File: config.mk
export PLATFORM = sky130hd
export DESIGN_NAME = deflection_speed_led_sweep_flat
export DESIGN_NICKNAME = d
export VERILOG_FILES = /design/src/rtl/dssl_pkg.sv /design/src/rtl/dssl_req_if.sv /design/src/rtl/dssl_rsp_if.sv /design/src/rtl/dssl_csr_if.sv /design/src/rtl/dssl_ctrl.sv /design/src/rtl/dssl_dp.sv /design/src/rtl/deflection_speed_led_sweep.sv /design/src/flat_wrapper.sv
export SDC_FILE = /design/constraint.sdc
export NUM_CORES = 1
export LEC_CHECK = 0
export BUFFER_PORTS_ARGS = -buffer_cell sky130_fd_sc_hd__buf_4
export CAP_MARGIN = 15
export CORE_MARGIN = 3
export CORE_UTILIZATION = 35
export DETAILED_ROUTE_END_ITERATION = 8
export PLACE_DENSITY = 0.6
export SLEW_MARGIN = 5
export SYNTH_ARGS = -nofsm -noshare
export SYNTH_HDL_FRONTEND = slang
export SYNTH_SLANG_ARGS = --single-unit
File: constraint.sdc
create_clock -name clock -period 12.65 [get_ports clock]
set_clock_uncertainty 0.15 [all_clocks]
set_input_delay 2.53 -clock clock [delete_from_list [all_inputs] [get_ports clock]]
set_output_delay 2.53 -clock clock [all_outputs]
set_load 0.01 [all_outputs]
File: src/rtl/dssl_pkg.sv
`default_nettype none
// ----------------------------------------------------------------------------
// dssl_pkg
// Shared constants, register codes and controller/datapath link types for
// the deflection speed LED sweep.
// ----------------------------------------------------------------------------
package dssl_pkg;

   localparam int LED_COUNT  = 5;
   localparam int FULL_SCALE = 512;

   localparam int DEFL_W     = 10;
   localparam int TIME_W     = 32;
   localparam int DZ_W       = 9;
   localparam int DLY_W      = 16;
   localparam int LED_W      = 5;
   localparam int POS_W      = 3;
   localparam int CSR_IDX_W  = 2;
   localparam int CSR_DATA_W = 16;

   localparam int IDX_W  = $clog2(LED_COUNT);
   localparam int FS_W   = $clog2(FULL_SCALE + 1);
   localparam int DEN_W  = (FS_W > DEFL_W) ? FS_W : DEFL_W;
   localparam int PROD_W = DEN_W + DLY_W;
   localparam int CNT_W  = $clog2(PROD_W);

   localparam logic [DZ_W-1:0]  DEAD_ZONE_RST = DZ_W'(50);
   localparam logic [DLY_W-1:0] DELAY_MIN_RST = DLY_W'(30);
   localparam logic [DLY_W-1:0] DELAY_MAX_RST = DLY_W'(200);

   typedef enum logic [CSR_IDX_W-1:0] {
      CSR_DEAD_ZONE = 2'd0,
      CSR_DELAY_MIN = 2'd1,
      CSR_DELAY_MAX = 2'd2
   } csr_idx_type;

   typedef struct packed {
      logic req_ready;
      logic load_in;
      logic load_div;
      logic div_step;
      logic commit;
   } dssl_cmd_type;

   typedef struct packed {
      logic need_div;
      logic out_busy;
   } dssl_sts_type;

endpackage
`default_nettype wire

File: src/rtl/dssl_req_if.sv
`default_nettype none
// ----------------------------------------------------------------------------
// dssl_req_if
// Input item channel: deflection sample and millisecond time stamp.
// ----------------------------------------------------------------------------
interface dssl_req_if;
   logic                                  valid;
   logic                                  ready;
   logic signed [dssl_pkg::DEFL_W-1:0]    deflection;
   logic        [dssl_pkg::TIME_W-1:0]    now_ms;

   modport source (output valid, output deflection, output now_ms, input ready);
   modport sink   (input valid, input deflection, input now_ms, output ready);
endinterface
`default_nettype wire

File: src/rtl/dssl_rsp_if.sv
`default_nettype none
// ----------------------------------------------------------------------------
// dssl_rsp_if
// Result item channel: LED pattern, sweep position and idle flag.
// ----------------------------------------------------------------------------
interface dssl_rsp_if;
   logic                          valid;
   logic                          ready;
   logic [dssl_pkg::LED_W-1:0]    led_pattern;
   logic [dssl_pkg::POS_W-1:0]    position;
   logic                          idle;

   modport source (output valid, output led_pattern, output position, output idle,
                   input ready);
   modport sink   (input valid, input led_pattern, input position, input idle,
                   output ready);
endinterface
`default_nettype wire

File: src/rtl/dssl_csr_if.sv
`default_nettype none
// ----------------------------------------------------------------------------
// dssl_csr_if
// Register write channel: register index and write data.
// ----------------------------------------------------------------------------
interface dssl_csr_if;
   logic                              valid;
   logic                              ready;
   logic [dssl_pkg::CSR_IDX_W-1:0]    index;
   logic [dssl_pkg::CSR_DATA_W-1:0]   data;

   modport source (output valid, output index, output data, input ready);
   modport sink   (input valid, input index, input data, output ready);
endinterface
`default_nettype wire

File: src/rtl/dssl_ctrl.sv
`default_nettype none
// ----------------------------------------------------------------------------
// dssl_ctrl
// Sequencer: accepts an item, runs the multiply and the bit-serial divide
// when a step check is needed, then commits the result.
// ----------------------------------------------------------------------------
module dssl_ctrl (
   input  logic                    clock,
   input  logic                    reset,
   input  logic                    req_valid,
   input  dssl_pkg::dssl_sts_type  sts,
   output dssl_pkg::dssl_cmd_type  cmd
);
   import dssl_pkg::*;

   typedef enum logic [2:0] {
      S_WAIT,
      S_EVAL,
      S_LOAD,
      S_DIV,
      S_PUT
   } state_type;

   state_type        state_ff, state_in;
   logic [CNT_W-1:0] cnt_ff, cnt_in;

   always_comb begin
      cmd      = '0;
      state_in = state_ff;
      cnt_in   = cnt_ff;
      case (state_ff)
         S_WAIT: begin
            cmd.req_ready = 1'b1;
            if (req_valid) begin
               cmd.load_in = 1'b1;
               state_in    = S_EVAL;
            end
         end
         S_EVAL: begin
            state_in = sts.need_div ? S_LOAD : S_PUT;
         end
         S_LOAD: begin
            cmd.load_div = 1'b1;
            cnt_in       = CNT_W'(PROD_W - 1);
            state_in     = S_DIV;
         end
         S_DIV: begin
            cmd.div_step = 1'b1;
            if (cnt_ff == '0) begin
               state_in = S_PUT;
            end else begin
               cnt_in = cnt_ff - 1'b1;
            end
         end
         S_PUT: begin
            if (!sts.out_busy) begin
               cmd.commit = 1'b1;
               state_in   = S_WAIT;
            end
         end
         default: begin
            state_in = S_WAIT;
         end
      endcase
   end

   always_ff @(posedge clock) begin
      if (reset) begin
         state_ff <= S_WAIT;
         cnt_ff   <= '0;
      end else begin
         state_ff <= state_in;
         cnt_ff   <= cnt_in;
      end
   end

endmodule
`default_nettype wire

File: src/rtl/dssl_dp.sv
`default_nettype none
// ----------------------------------------------------------------------------
// dssl_dp
// Datapath: config registers, sweep state, excess-times-span multiply,
// restoring divider (one quotient bit per cycle) and the output register.
// ----------------------------------------------------------------------------
module dssl_dp (
   input  logic                                 clock,
   input  logic                                 reset,
   input  dssl_pkg::dssl_cmd_type               cmd,
   output dssl_pkg::dssl_sts_type               sts,
   input  logic signed [dssl_pkg::DEFL_W-1:0]   req_deflection,
   input  logic        [dssl_pkg::TIME_W-1:0]   req_now_ms,
   input  logic                                 csr_valid,
   input  logic [dssl_pkg::CSR_IDX_W-1:0]       csr_index,
   input  logic [dssl_pkg::CSR_DATA_W-1:0]      csr_data,
   input  logic                                 rsp_ready,
   output logic                                 rsp_valid,
   output logic [dssl_pkg::LED_W-1:0]           rsp_led_pattern,
   output logic [dssl_pkg::POS_W-1:0]           rsp_position,
   output logic                                 rsp_idle
);
   import dssl_pkg::*;

   // config
   logic [DZ_W-1:0]   dz_ff, dz_in;
   logic [DLY_W-1:0]  dmin_ff, dmin_in;
   logic [DLY_W-1:0]  dmax_ff, dmax_in;

   // sweep state
   logic [IDX_W-1:0]  idx_ff, idx_in;
   logic              idle_ff, idle_in;
   logic [TIME_W-1:0] last_ff, last_in;

   // latched item
   logic [DEFL_W-1:0] mag_ff;
   logic              pos_dir_ff;
   logic [TIME_W-1:0] now_ff;

   // divider
   logic [DEN_W-1:0]  rem_ff, rem_in;
   logic [PROD_W-1:0] quo_ff, quo_in;

   // output register
   logic              rsp_valid_ff, rsp_valid_in;
   logic [LED_W-1:0]  rsp_led_ff, rsp_led_in;
   logic [POS_W-1:0]  rsp_pos_ff;
   logic              rsp_idle_ff;

   logic [DEFL_W-1:0] raw;
   logic [DEFL_W-1:0] mag_in;
   logic [DEN_W-1:0]  mag_w, dz_w, denom, excess, excess_c;
   logic              quiet, fs_le_dz;
   logic [DLY_W-1:0]  span, delay;
   logic [DEN_W:0]    shifted, diff;
   logic [TIME_W-1:0] elapsed;
   logic              step_due;

   assign raw    = req_deflection;
   assign mag_in = raw[DEFL_W-1] ? (~raw + 1'b1) : raw;

   assign mag_w    = DEN_W'(mag_ff);
   assign dz_w     = DEN_W'(dz_ff);
   assign quiet    = (mag_w <= dz_w);
   assign fs_le_dz = (DEN_W'(FULL_SCALE) <= dz_w);
   assign denom    = DEN_W'(FULL_SCALE) - dz_w;
   assign excess   = mag_w - dz_w;
   assign excess_c = (excess > denom) ? denom : excess;
   assign span     = (dmax_ff > dmin_ff) ? (dmax_ff - dmin_ff) : '0;

   assign shifted = {rem_ff, quo_ff[PROD_W-1]};
   assign diff    = shifted - {1'b0, denom};

   assign delay    = fs_le_dz ? dmin_ff : (dmax_ff - quo_ff[DLY_W-1:0]);
   assign elapsed  = now_ff - last_ff;
   assign step_due = (elapsed >= TIME_W'(delay));

   assign sts.need_div = !quiet && !idle_ff;
   assign sts.out_busy = rsp_valid_ff && !rsp_ready;

   always_comb begin
      dz_in   = dz_ff;
      dmin_in = dmin_ff;
      dmax_in = dmax_ff;
      if (csr_valid) begin
         case (csr_index)
            CSR_DEAD_ZONE: dz_in   = csr_data[DZ_W-1:0];
            CSR_DELAY_MIN: dmin_in = csr_data[DLY_W-1:0];
            CSR_DELAY_MAX: dmax_in = csr_data[DLY_W-1:0];
            default: begin
            end
         endcase
      end
   end

   always_comb begin
      rem_in = rem_ff;
      quo_in = quo_ff;
      if (cmd.load_div) begin
         rem_in = '0;
         quo_in = PROD_W'(excess_c) * PROD_W'(span);
      end else if (cmd.div_step) begin
         rem_in = diff[DEN_W] ? shifted[DEN_W-1:0] : diff[DEN_W-1:0];
         quo_in = {quo_ff[PROD_W-2:0], ~diff[DEN_W]};
      end
   end

   always_comb begin
      idx_in  = idx_ff;
      idle_in = idle_ff;
      last_in = last_ff;
      if (quiet) begin
         idle_in = 1'b1;
      end else if (idle_ff) begin
         idle_in = 1'b0;
         last_in = now_ff;
      end else if (step_due) begin
         last_in = now_ff;
         if (pos_dir_ff) begin
            idx_in = (idx_ff == IDX_W'(LED_COUNT - 1)) ? '0 : idx_ff + 1'b1;
         end else begin
            idx_in = (idx_ff == '0) ? IDX_W'(LED_COUNT - 1) : idx_ff - 1'b1;
         end
      end
   end

   always_comb begin
      for (int i = 0; i < LED_W; i++) begin
         rsp_led_in[i] = (i < LED_COUNT) && !idle_in && (idx_in == IDX_W'(i));
      end
      rsp_valid_in = cmd.commit ? 1'b1 : (rsp_ready ? 1'b0 : rsp_valid_ff);
   end

   always_ff @(posedge clock) begin
      if (reset) begin
         dz_ff        <= DEAD_ZONE_RST;
         dmin_ff      <= DELAY_MIN_RST;
         dmax_ff      <= DELAY_MAX_RST;
         idx_ff       <= '0;
         idle_ff      <= 1'b1;
         last_ff      <= '0;
         rsp_valid_ff <= 1'b0;
      end else begin
         dz_ff        <= dz_in;
         dmin_ff      <= dmin_in;
         dmax_ff      <= dmax_in;
         rsp_valid_ff <= rsp_valid_in;
         if (cmd.commit) begin
            idx_ff  <= idx_in;
            idle_ff <= idle_in;
            last_ff <= last_in;
         end
      end
   end

   always_ff @(posedge clock) begin
      if (cmd.load_in) begin
         mag_ff     <= mag_in;
         pos_dir_ff <= !raw[DEFL_W-1] && (raw != '0);
         now_ff     <= req_now_ms;
      end
      rem_ff <= rem_in;
      quo_ff <= quo_in;
      if (cmd.commit) begin
         rsp_led_ff  <= rsp_led_in;
         rsp_pos_ff  <= POS_W'(idx_in);
         rsp_idle_ff <= idle_in;
      end
   end

   assign rsp_valid       = rsp_valid_ff;
   assign rsp_led_pattern = rsp_led_ff;
   assign rsp_position    = rsp_pos_ff;
   assign rsp_idle        = rsp_idle_ff;

endmodule
`default_nettype wire

File: src/rtl/deflection_speed_led_sweep.sv
`default_nettype none
// ----------------------------------------------------------------------------
// deflection_speed_led_sweep
// Walks one lit LED along a row at a speed set by a signed deflection.
// ----------------------------------------------------------------------------
// One result item per input item. An item inside the dead zone or the first
// one after leaving it skips the divide and goes straight to the result;
// any other item passes the restoring divider that forms one quotient bit
// per cycle of excess * span / (FULL_SCALE minus the dead-zone width). One
// item is in work at a time; the output register lets the next item in
// while a result waits to be taken. Register writes are always ready and
// take effect on the next cycle.
// ----------------------------------------------------------------------------
module deflection_speed_led_sweep (
   input  logic       clock,
   input  logic       reset,
   dssl_req_if.sink   req_ch,
   dssl_rsp_if.source rsp_ch,
   dssl_csr_if.sink   csr_ch
);
   import dssl_pkg::*;

   dssl_cmd_type cmd_s;
   dssl_sts_type sts_s;

   assign req_ch.ready = cmd_s.req_ready;
   assign csr_ch.ready = 1'b1;

   dssl_ctrl u_ctrl (
      .clock     (clock),
      .reset     (reset),
      .req_valid (req_ch.valid),
      .sts       (sts_s),
      .cmd       (cmd_s)
   );

   dssl_dp u_dp (
      .clock           (clock),
      .reset           (reset),
      .cmd             (cmd_s),
      .sts             (sts_s),
      .req_deflection  (req_ch.deflection),
      .req_now_ms      (req_ch.now_ms),
      .csr_valid       (csr_ch.valid),
      .csr_index       (csr_ch.index),
      .csr_data        (csr_ch.data),
      .rsp_ready       (rsp_ch.ready),
      .rsp_valid       (rsp_ch.valid),
      .rsp_led_pattern (rsp_ch.led_pattern),
      .rsp_position    (rsp_ch.position),
      .rsp_idle        (rsp_ch.idle)
   );

   a_commit_free: assert property (@(posedge clock) disable iff (reset)
      cmd_s.commit |-> !sts_s.out_busy)
      else $error("result committed over a pending item");

   a_busy_after_accept: assert property (@(posedge clock) disable iff (reset)
      (req_ch.valid && req_ch.ready) |=> !req_ch.ready)
      else $error("item accepted while previous one in work");

   a_idle_dark: assert property (@(posedge clock) disable iff (reset)
      (rsp_ch.valid && rsp_ch.idle) |-> (rsp_ch.led_pattern == '0))
      else $error("LED lit while idle");

   a_single_led: assert property (@(posedge clock) disable iff (reset)
      rsp_ch.valid |-> $onehot0(rsp_ch.led_pattern))
      else $error("more than one LED lit");

endmodule
`default_nettype wire

File: src/flat_wrapper.sv
// flat-port wrapper written by rule: the top's interface ports become plain ports
module deflection_speed_led_sweep_flat import dssl_pkg::*;
  (clock, reset, req_ch_valid, req_ch_deflection, req_ch_now_ms, req_ch_ready, rsp_ch_valid, rsp_ch_led_pattern, rsp_ch_position, rsp_ch_idle, rsp_ch_ready, csr_ch_valid, csr_ch_index, csr_ch_data, csr_ch_ready);
  dssl_req_if req_ch_i ();
  dssl_rsp_if rsp_ch_i ();
  dssl_csr_if csr_ch_i ();
  input  logic clock;
  input  logic reset;
  input wire logic [$bits(req_ch_i.valid)-1:0] req_ch_valid;
  input wire logic [$bits(req_ch_i.deflection)-1:0] req_ch_deflection;
  input wire logic [$bits(req_ch_i.now_ms)-1:0] req_ch_now_ms;
  output wire logic [$bits(req_ch_i.ready)-1:0] req_ch_ready;
  output wire logic [$bits(rsp_ch_i.valid)-1:0] rsp_ch_valid;
  output wire logic [$bits(rsp_ch_i.led_pattern)-1:0] rsp_ch_led_pattern;
  output wire logic [$bits(rsp_ch_i.position)-1:0] rsp_ch_position;
  output wire logic [$bits(rsp_ch_i.idle)-1:0] rsp_ch_idle;
  input wire logic [$bits(rsp_ch_i.ready)-1:0] rsp_ch_ready;
  input wire logic [$bits(csr_ch_i.valid)-1:0] csr_ch_valid;
  input wire logic [$bits(csr_ch_i.index)-1:0] csr_ch_index;
  input wire logic [$bits(csr_ch_i.data)-1:0] csr_ch_data;
  output wire logic [$bits(csr_ch_i.ready)-1:0] csr_ch_ready;
  assign req_ch_i.valid = req_ch_valid;
  assign req_ch_i.deflection = req_ch_deflection;
  assign req_ch_i.now_ms = req_ch_now_ms;
  assign req_ch_ready = req_ch_i.ready;
  assign rsp_ch_valid = rsp_ch_i.valid;
  assign rsp_ch_led_pattern = rsp_ch_i.led_pattern;
  assign rsp_ch_position = rsp_ch_i.position;
  assign rsp_ch_idle = rsp_ch_i.idle;
  assign rsp_ch_i.ready = rsp_ch_ready;
  assign csr_ch_i.valid = csr_ch_valid;
  assign csr_ch_i.index = csr_ch_index;
  assign csr_ch_i.data = csr_ch_data;
  assign csr_ch_ready = csr_ch_i.ready;
  deflection_speed_led_sweep u_core (.clock(clock), .reset(reset), .req_ch(req_ch_i), .rsp_ch(rsp_ch_i), .csr_ch(csr_ch_i));
endmodule
==> flow_summary.ini, run 1 <==
[yosys]
syn-num-nets = 2357
yosys.area_share.simple = 0.1944
synth.area.top_cells = edfxtp_1 (14%), fa_1 (13%), ha_1 (13%)
synth-compound-area-share = 0.1392
synth_commonest_cells = inv_1 (251), nand2_1 (234), ha_1 (176)
avgSynthCellArea_um2 = 8.546
synth_xor_xnor_area_share = 0.04865
synth.most_common_cell = inv_1
synth_top_area_cell = edfxtp_1
ys_seq_area_frac = 0.2493
syn_area_um2 = 17100
synth.distinct_cells = 78
synth_top_family_by_area = adder cells
synth_edf_count = 78
synth_mux_area_frac = 0.03300
postSynth.asyncResetShare = 0
ys_seq_elements = 174
synth_top_area_share = 0.1370
synthCells = 2001
synth_adder_area_share = 0.2634
synth-main-ff-cell = dfxtp_1
ys_warn_count = 0

[sta]
fmax_ghz = 0.09648
period_minus_slack_ns = 10.37
maxSlewViolCount = 0
worstMarginPinSlew_ns = 1.109
rsz0062_at_grt = false
hold_violations = 0
whs_ns = 0.3067
final.setup.tns_ns = 0
period_share = 0.8194
slew_headroom = 0.2606
setup_viol = 0

[route]
drtAntennaViolNets = 0
drtIter0Drc = 993
dr.pass1.iters = 7
dr_total_vias = 13858
viasPerCell = 5.175
drc_errors = 0
wl_per_cell_um = 16.45
wl_mm = 44.05

[grt]
overflow = 0
antenna_found_initial = 0
grt_pass1_wl_mm = 71.73
grt_pass1_vias = 13993
grt_use_total = 0.1746
grt_max_degree = 122

[clock_network]
clock_sinks = 174
post_cts_resized = 0
clockBufferDepth = 2
clock_latency_ns = 0.46
cts_hold_buf = 0
cts_setup_buffers = 0
clk_pin_slew_worst_paths_ns = 0.07
cts_tree = built
cts_buffers = 17
cts_root_buf = clkbuf_16
htreeDepth = 4

[die]
die_h_um = 227.0
rows = 80
die_area_um2 = 51550
initial_core_util = 0.3559
num_io_pins = 77
die_x_um = 227.0
core_area_um2 = 48050

[hold_path]
hold_path_class = reg2reg

[power_and_ir_drop]
p_per_area_nw_per_um2 = 190.1
p_leak_nw = 8.401
peakVddDrop_v = 0.0001407

[place]
place_hpwl_mm = 34.90
portBuffers = 75
placed_area_um2 = 18290
dpl.cell_count = 2643
gp_congestion = 0.9137

[critical_path]
worstSetupPathType = reg2reg
arrival_ns = 10.40
rrSetupSlack_ns = 2.28
crit_path_start = u_core.u_dp.dz_ff[1]
cp.required_ns = 12.68
slowest_stage = a21oi_2
startpoint_type = flip-flop
worstReg2RegEnd = u_core.u_dp.quo_ff[25]
path_max_fanout = 16
endpoint = u_core.u_dp.quo_ff[25]
r2r-start = u_core.u_dp.dz_ff[1]
critPathMaxStageDelay_ns = 0.70
path_buf_inv = 6
worst-path-stages = 38
cpLargestDelayFamily = compound AO/OA/AOI/OAI gates
reg2reg_depth = 38
worst_setup_path_end_kind = flip-flop

[final_layout]
fin_nets = 2406
instances_no_fill = 2678
nFillCells = 4837
design_area_um2 = 18880
drive_gt1_frac = 0.07126
area_growth_pct = 10.40
fin_util = 0.3930
n_antenna_cell = 0

[run_status]
status = finished clean

[run]
drv_cap = 0
## area by class of cell
cell class	instances	area [µm²]	area share
Clock inverter	12	111.4	0.005898
Inverter	251	942.2	0.04990
Clock buffer	20	436.7	0.02313
Timing Repair Buffer	95	729.5	0.03863
Tap cell	615	769.5	0.04076
Multi-Input combinational cell	1511	11630	0.6158
Sequential cell	174	4264	0.2258
## registers in the layout (all words and copies together) (netlist names)
register and flops:
u_core.u_dp.last_ff 32, u_core.u_dp.now_ff 32, u_core.u_dp.quo_ff 26, u_core.u_dp.dmax_ff 16
u_core.u_dp.dmin_ff 16, u_core.u_dp.mag_ff 10, u_core.u_dp.rem_ff 10, u_core.u_dp.dz_ff 9
u_core.u_ctrl.cnt_ff 5, u_core.u_dp.rsp_led_pattern 5, u_core.u_ctrl.state_ff 3, u_core.u_dp.idx_ff 3
u_core.u_dp.rsp_position 3, u_core.u_dp.idle_ff 1, u_core.u_dp.pos_dir_ff 1, u_core.u_dp.rsp_idle 1
u_core.u_dp.rsp_valid 1
## placed cells by master, fill, tap and decap left out, drive strengths merged, types with 6 or more instances in the layout
| cell type | n |
|---|---|
| nand2b | 86 |
| nor4 | 10 |
| nand4 | 21 |
| ha | 176 |
| nor2 | 158 |
| clkbuf | 20 |
| fa | 115 |
| a21o | 41 |
| o21ai | 107 |
| xnor2 | 63 |
| o31ai | 12 |
| o211ai | 10 |
| a21boi | 12 |
| nand2 | 234 |
| inv | 255 |
| a211o | 9 |
| a211oi | 10 |
| dfxtp | 96 |
| nor2b | 17 |
| nor4b | 7 |
| nor3 | 44 |
| o21a | 12 |
| nor3b | 9 |
| xor2 | 32 |
| a31oi | 6 |
| o21bai | 10 |
| buf | 95 |
| nand3 | 46 |
| or3 | 7 |
| and2 | 9 |
| mux2i | 53 |
| edfxtp | 78 |
| a21oi | 114 |
| and3 | 15 |
| nand3b | 12 |
## cells by family after synthesis
family	Yosys count
buf+inv	316
mux	56
compound gates	378
other cells	1
simple gates	690
fa+ha+maj	291
flops	174
xor+xnor	95
## routing by layer
metal	part of all wire	wire, µm	track usage	vias up
li1	-	-	-	6876
met1	0.45	19790	0.2213	6640
met2	0.48	21290	0.3072	287
met3	0.050	2215	0.03636	55
met4	0.017	748	0.03826	0
met5	0	0	0	-
## worst min path at each step
stage                       startpoint                 endpoint  slack, ns  depth (start not counted)
2_1_floorplan   u_core.u_dp.dmax_ff[0]   u_core.u_dp.dmax_ff[0]       0.29                          2
3_3_place_gp   u_core.u_dp.dmin_ff[10]  u_core.u_dp.dmin_ff[10]       0.29                          2
3_5_place_dp    u_core.u_dp.dmin_ff[6]   u_core.u_dp.dmin_ff[6]       0.30                          2
4_1_cts         u_core.u_dp.dmin_ff[6]   u_core.u_dp.dmin_ff[6]       0.31                          2
5_1_grt        u_core.u_dp.dmin_ff[13]  u_core.u_dp.dmin_ff[13]       0.33                          2
6_report        u_core.u_dp.dmin_ff[6]   u_core.u_dp.dmin_ff[6]       0.31                          2
## worst reg2reg max path, delay by kind of cell (launching register included)
| kind | cells | cell delay (ns) |
|---|---|---|
| buffers and inverters | 6 | 0.60 |
| and+or+nand+nor | 6 | 0.61 |
| xor gates and xnor gates | 2 | 0.40 |
| AOI/OAI and AO/OA | 16 | 4.44 |
| DFF | 1 | 0.38 |
| adders and majority gates | 8 | 3.52 |
## per-stage QoR
| step | total power, mW | setup slack [ns] |
|---|---|---|
| finish | 3.589 | 2.285 |
| global route | 3.986 | 1.519 |
| CTS | 3.618 | 2.357 |
| detailed placement | 3.090 | 2.437 |
| global placement | 3.053 | 2.611 |
| floorplan | 2.482 | 3.349 |
## where the power goes
group	switching [mW]	leakage, nW	total, mW	internal [mW]
sequential	0.0183	1.51	0.636	0.617
combinational	1.46	6.63	2.45	0.984
clock	0.236	0.263	0.508	0.272
Note: power is estimated with default switching activity, not from simulation.
==> run 2: changes to the inputs <==
--- a/config.mk
+++ b/config.mk
@@ -10,7 +10,7 @@
 export CORE_MARGIN = 3
 export CORE_UTILIZATION = 35
 export DETAILED_ROUTE_END_ITERATION = 8
-export PLACE_DENSITY = 0.6
+export PLACE_DENSITY = 0.62
 export SLEW_MARGIN = 5
 export SYNTH_ARGS = -nofsm -noshare
 export SYNTH_HDL_FRONTEND = slang
==> constraint.sdc (replaced) <==
create_clock -name clock -period 9 [get_ports clock]
set_clock_uncertainty 0.15 [all_clocks]
set_input_delay 1.8 -clock clock [delete_from_list [all_inputs] [get_ports clock]]
set_output_delay 1.8 -clock clock [all_outputs]
set_load 0.01 [all_outputs]
==> flow_summary.ini, run 2 (same netlist as run 1, synthesis figures left out) <==
[run_status]
status = finished clean

[clock_network]
clockBufferDepth = 2
clock_latency_ns = 0.46
clk_pin_slew_worst_paths_ns = 0.07
cts_buffers = 17
cts_root_buf = clkbuf_16
cts_tree = built
cts_hold_buf = 0
htreeDepth = 4
clock_sinks = 174

[critical_path]
worst_setup_path_end_kind = flip-flop
arrival_ns = 8.76
startpoint_type = flip-flop
cpLargestDelayFamily = adder cells
path_max_fanout = 5
worstSetupPathType = reg2reg
cpMostUsedCell = fa_1
slowest_stage = fa_1
cp.required_ns = 9.04
path_buf_inv = 9
critPathMaxStageDelay_ns = 0.54

[die]
die_h_um = 227.0
initial_core_util = 0.3559
num_io_pins = 77
core_area_um2 = 48050
rows = 80
die_x_um = 227.0
die_area_um2 = 51550

[grt]
antenna_found_initial = 0
overflow = 0
grt_use_total = 0.1818
grt_max_degree = 122
grt_pass1_vias = 14643
grt_pass1_wl_mm = 75.11

[final_layout]
design_area_um2 = 20000
drive_gt1_frac = 0.1371
ff_latch_area_um2 = 4264
nFillCells = 4801
reg_top3 = u_core.u_dp.last_ff: 32 flops, u_core.u_dp.now_ff: 32 flops, u_core.u_dp.quo_ff: 26 flops
multi_input_area_um2 = 11970
area_growth_pct = 16.95
n_antenna_cell = 0
layout_commonest_cell = inv_1
fin_nets = 2495
mostFrequentLayoutCells = inv_1 (249), nand2_1 (230), buf_4 (169)
fin_util = 0.4163
instances_no_fill = 2767

[sta]
worstMarginPinSlew_ns = 1.074
period_minus_slack_ns = 8.714
maxSlewViolCount = 0
setup_viol = 0
setup_slack_ns = 0.2860
slew_headroom = 0.2839
period_share = 0.9682
fmax_ghz = 0.1148
hold_violations = 0
whs_ns = 0.3111
final.setup.tns_ns = 0

[power_and_ir_drop]
combPwrFrac = 0.717
p_per_area_nw_per_um2 = 292.6
seq_power_share = 0.153
peakVddDrop_v = 0.0002377
internal_power_mw = 3.195
swShare = 0.4539
power_mw = 5.852
p_leak_nw = 8.896
p_sw_mw = 2.656
clkPwrFrac = 0.130

[hold_path]
hold_path_class = reg2reg

[place]
portBuffers = 75
place_hpwl_mm = 36.66
placed_area_um2 = 18870
gp_congestion = 0.9314
pre_cts_ws_ns = -0.4182
dpl.cell_count = 2717

[route]
top_layer_used = met4
m1WireLength_mm = 20.37
dr_total_vias = 14359
drc_errors = 0
drtIter0Drc = 950
routed-wl-met2_mm = 23.08
drtAntennaViolNets = 0
viasPerCell = 5.189
wl_met3_mm = 1.785
wl_per_cell_um = 16.67
wl_mm = 46.13
dr.pass1.iters = 6

[run]
drv_cap = 0
[run 2: cell types whose count changed in the layout (fill, tap and decap cells not counted), sizes merged]
cell,delta
buf,+89
clkinv,-1
clkinvlp,-1
inv,+3
clkbuf,-1
[run 2: tightest hold or removal path, cell delays in order (launching register included)]
cell	delay, ns
dfxtp_1	0.31
nand2_1	0.05
a21oi_1	0.06
[run 2: final cells by class]
cell class / count / share of cell area
Clock inverter: 13 / 0.006318
Sequential cell: 174 / 0.2132
Timing Repair Buffer: 184 / 0.07332
Multi-Input combinational cell: 1511 / 0.5984
Clock buffer: 19 / 0.02321
Inverter: 251 / 0.04711
Tap cell: 615 / 0.03847
[run 2: worst paths after layout]
| path | start | end | slack (ns) | cells after the start |
|---|---|---|---|---|
| min | u_core.u_dp.dmin_ff[7] | u_core.u_dp.dmin_ff[7] | 0.31 | 2 |
| max | u_core.u_dp.mag_ff[1] | u_core.u_dp.quo_ff[25] | 0.29 | 42 |
| min reg2reg | u_core.u_dp.dmin_ff[7] | u_core.u_dp.dmin_ff[7] | 0.31 | 2 |
| max reg2reg | u_core.u_dp.mag_ff[1] | u_core.u_dp.quo_ff[25] | 0.29 | 42 |
[run 2: layer usage]
layer | vias up | track usage
met2 | 273 | 0.3262
met1 | 6971 | 0.2273
met5 | - | 0
li1 | 7053 | -
met3 | 62 | 0.02798
met4 | 0 | 0.05020
[run 2: power by group through the flow]
| stage | combinational [mW] | clock (mW) | sequential, mW |
|---|---|---|---|
| 2_1_floorplan | 2.59 | 0 | 0.903 |
| 3_3_place_gp | 3.74 | 0 | 0.910 |
| 3_5_place_dp | 3.82 | 0 | 0.911 |
| 4_1_cts | 3.88 | 0.776 | 0.893 |
| 5_1_grt | 4.75 | 0.806 | 0.898 |
| 6_report | 4.20 | 0.760 | 0.893 |
[run 2: timing repair]
| action | in CTS | in global routing |
|---|---|---|
| resized for setup | 13 | 76 |
| pin swaps | 1 | 70 |
| cloned | 0 | 2 |
| setup endpoints to repair | 7 | 13 |
| hold endpoints to repair | 0 | 0 |
| setup buffers | 2 | 11 |
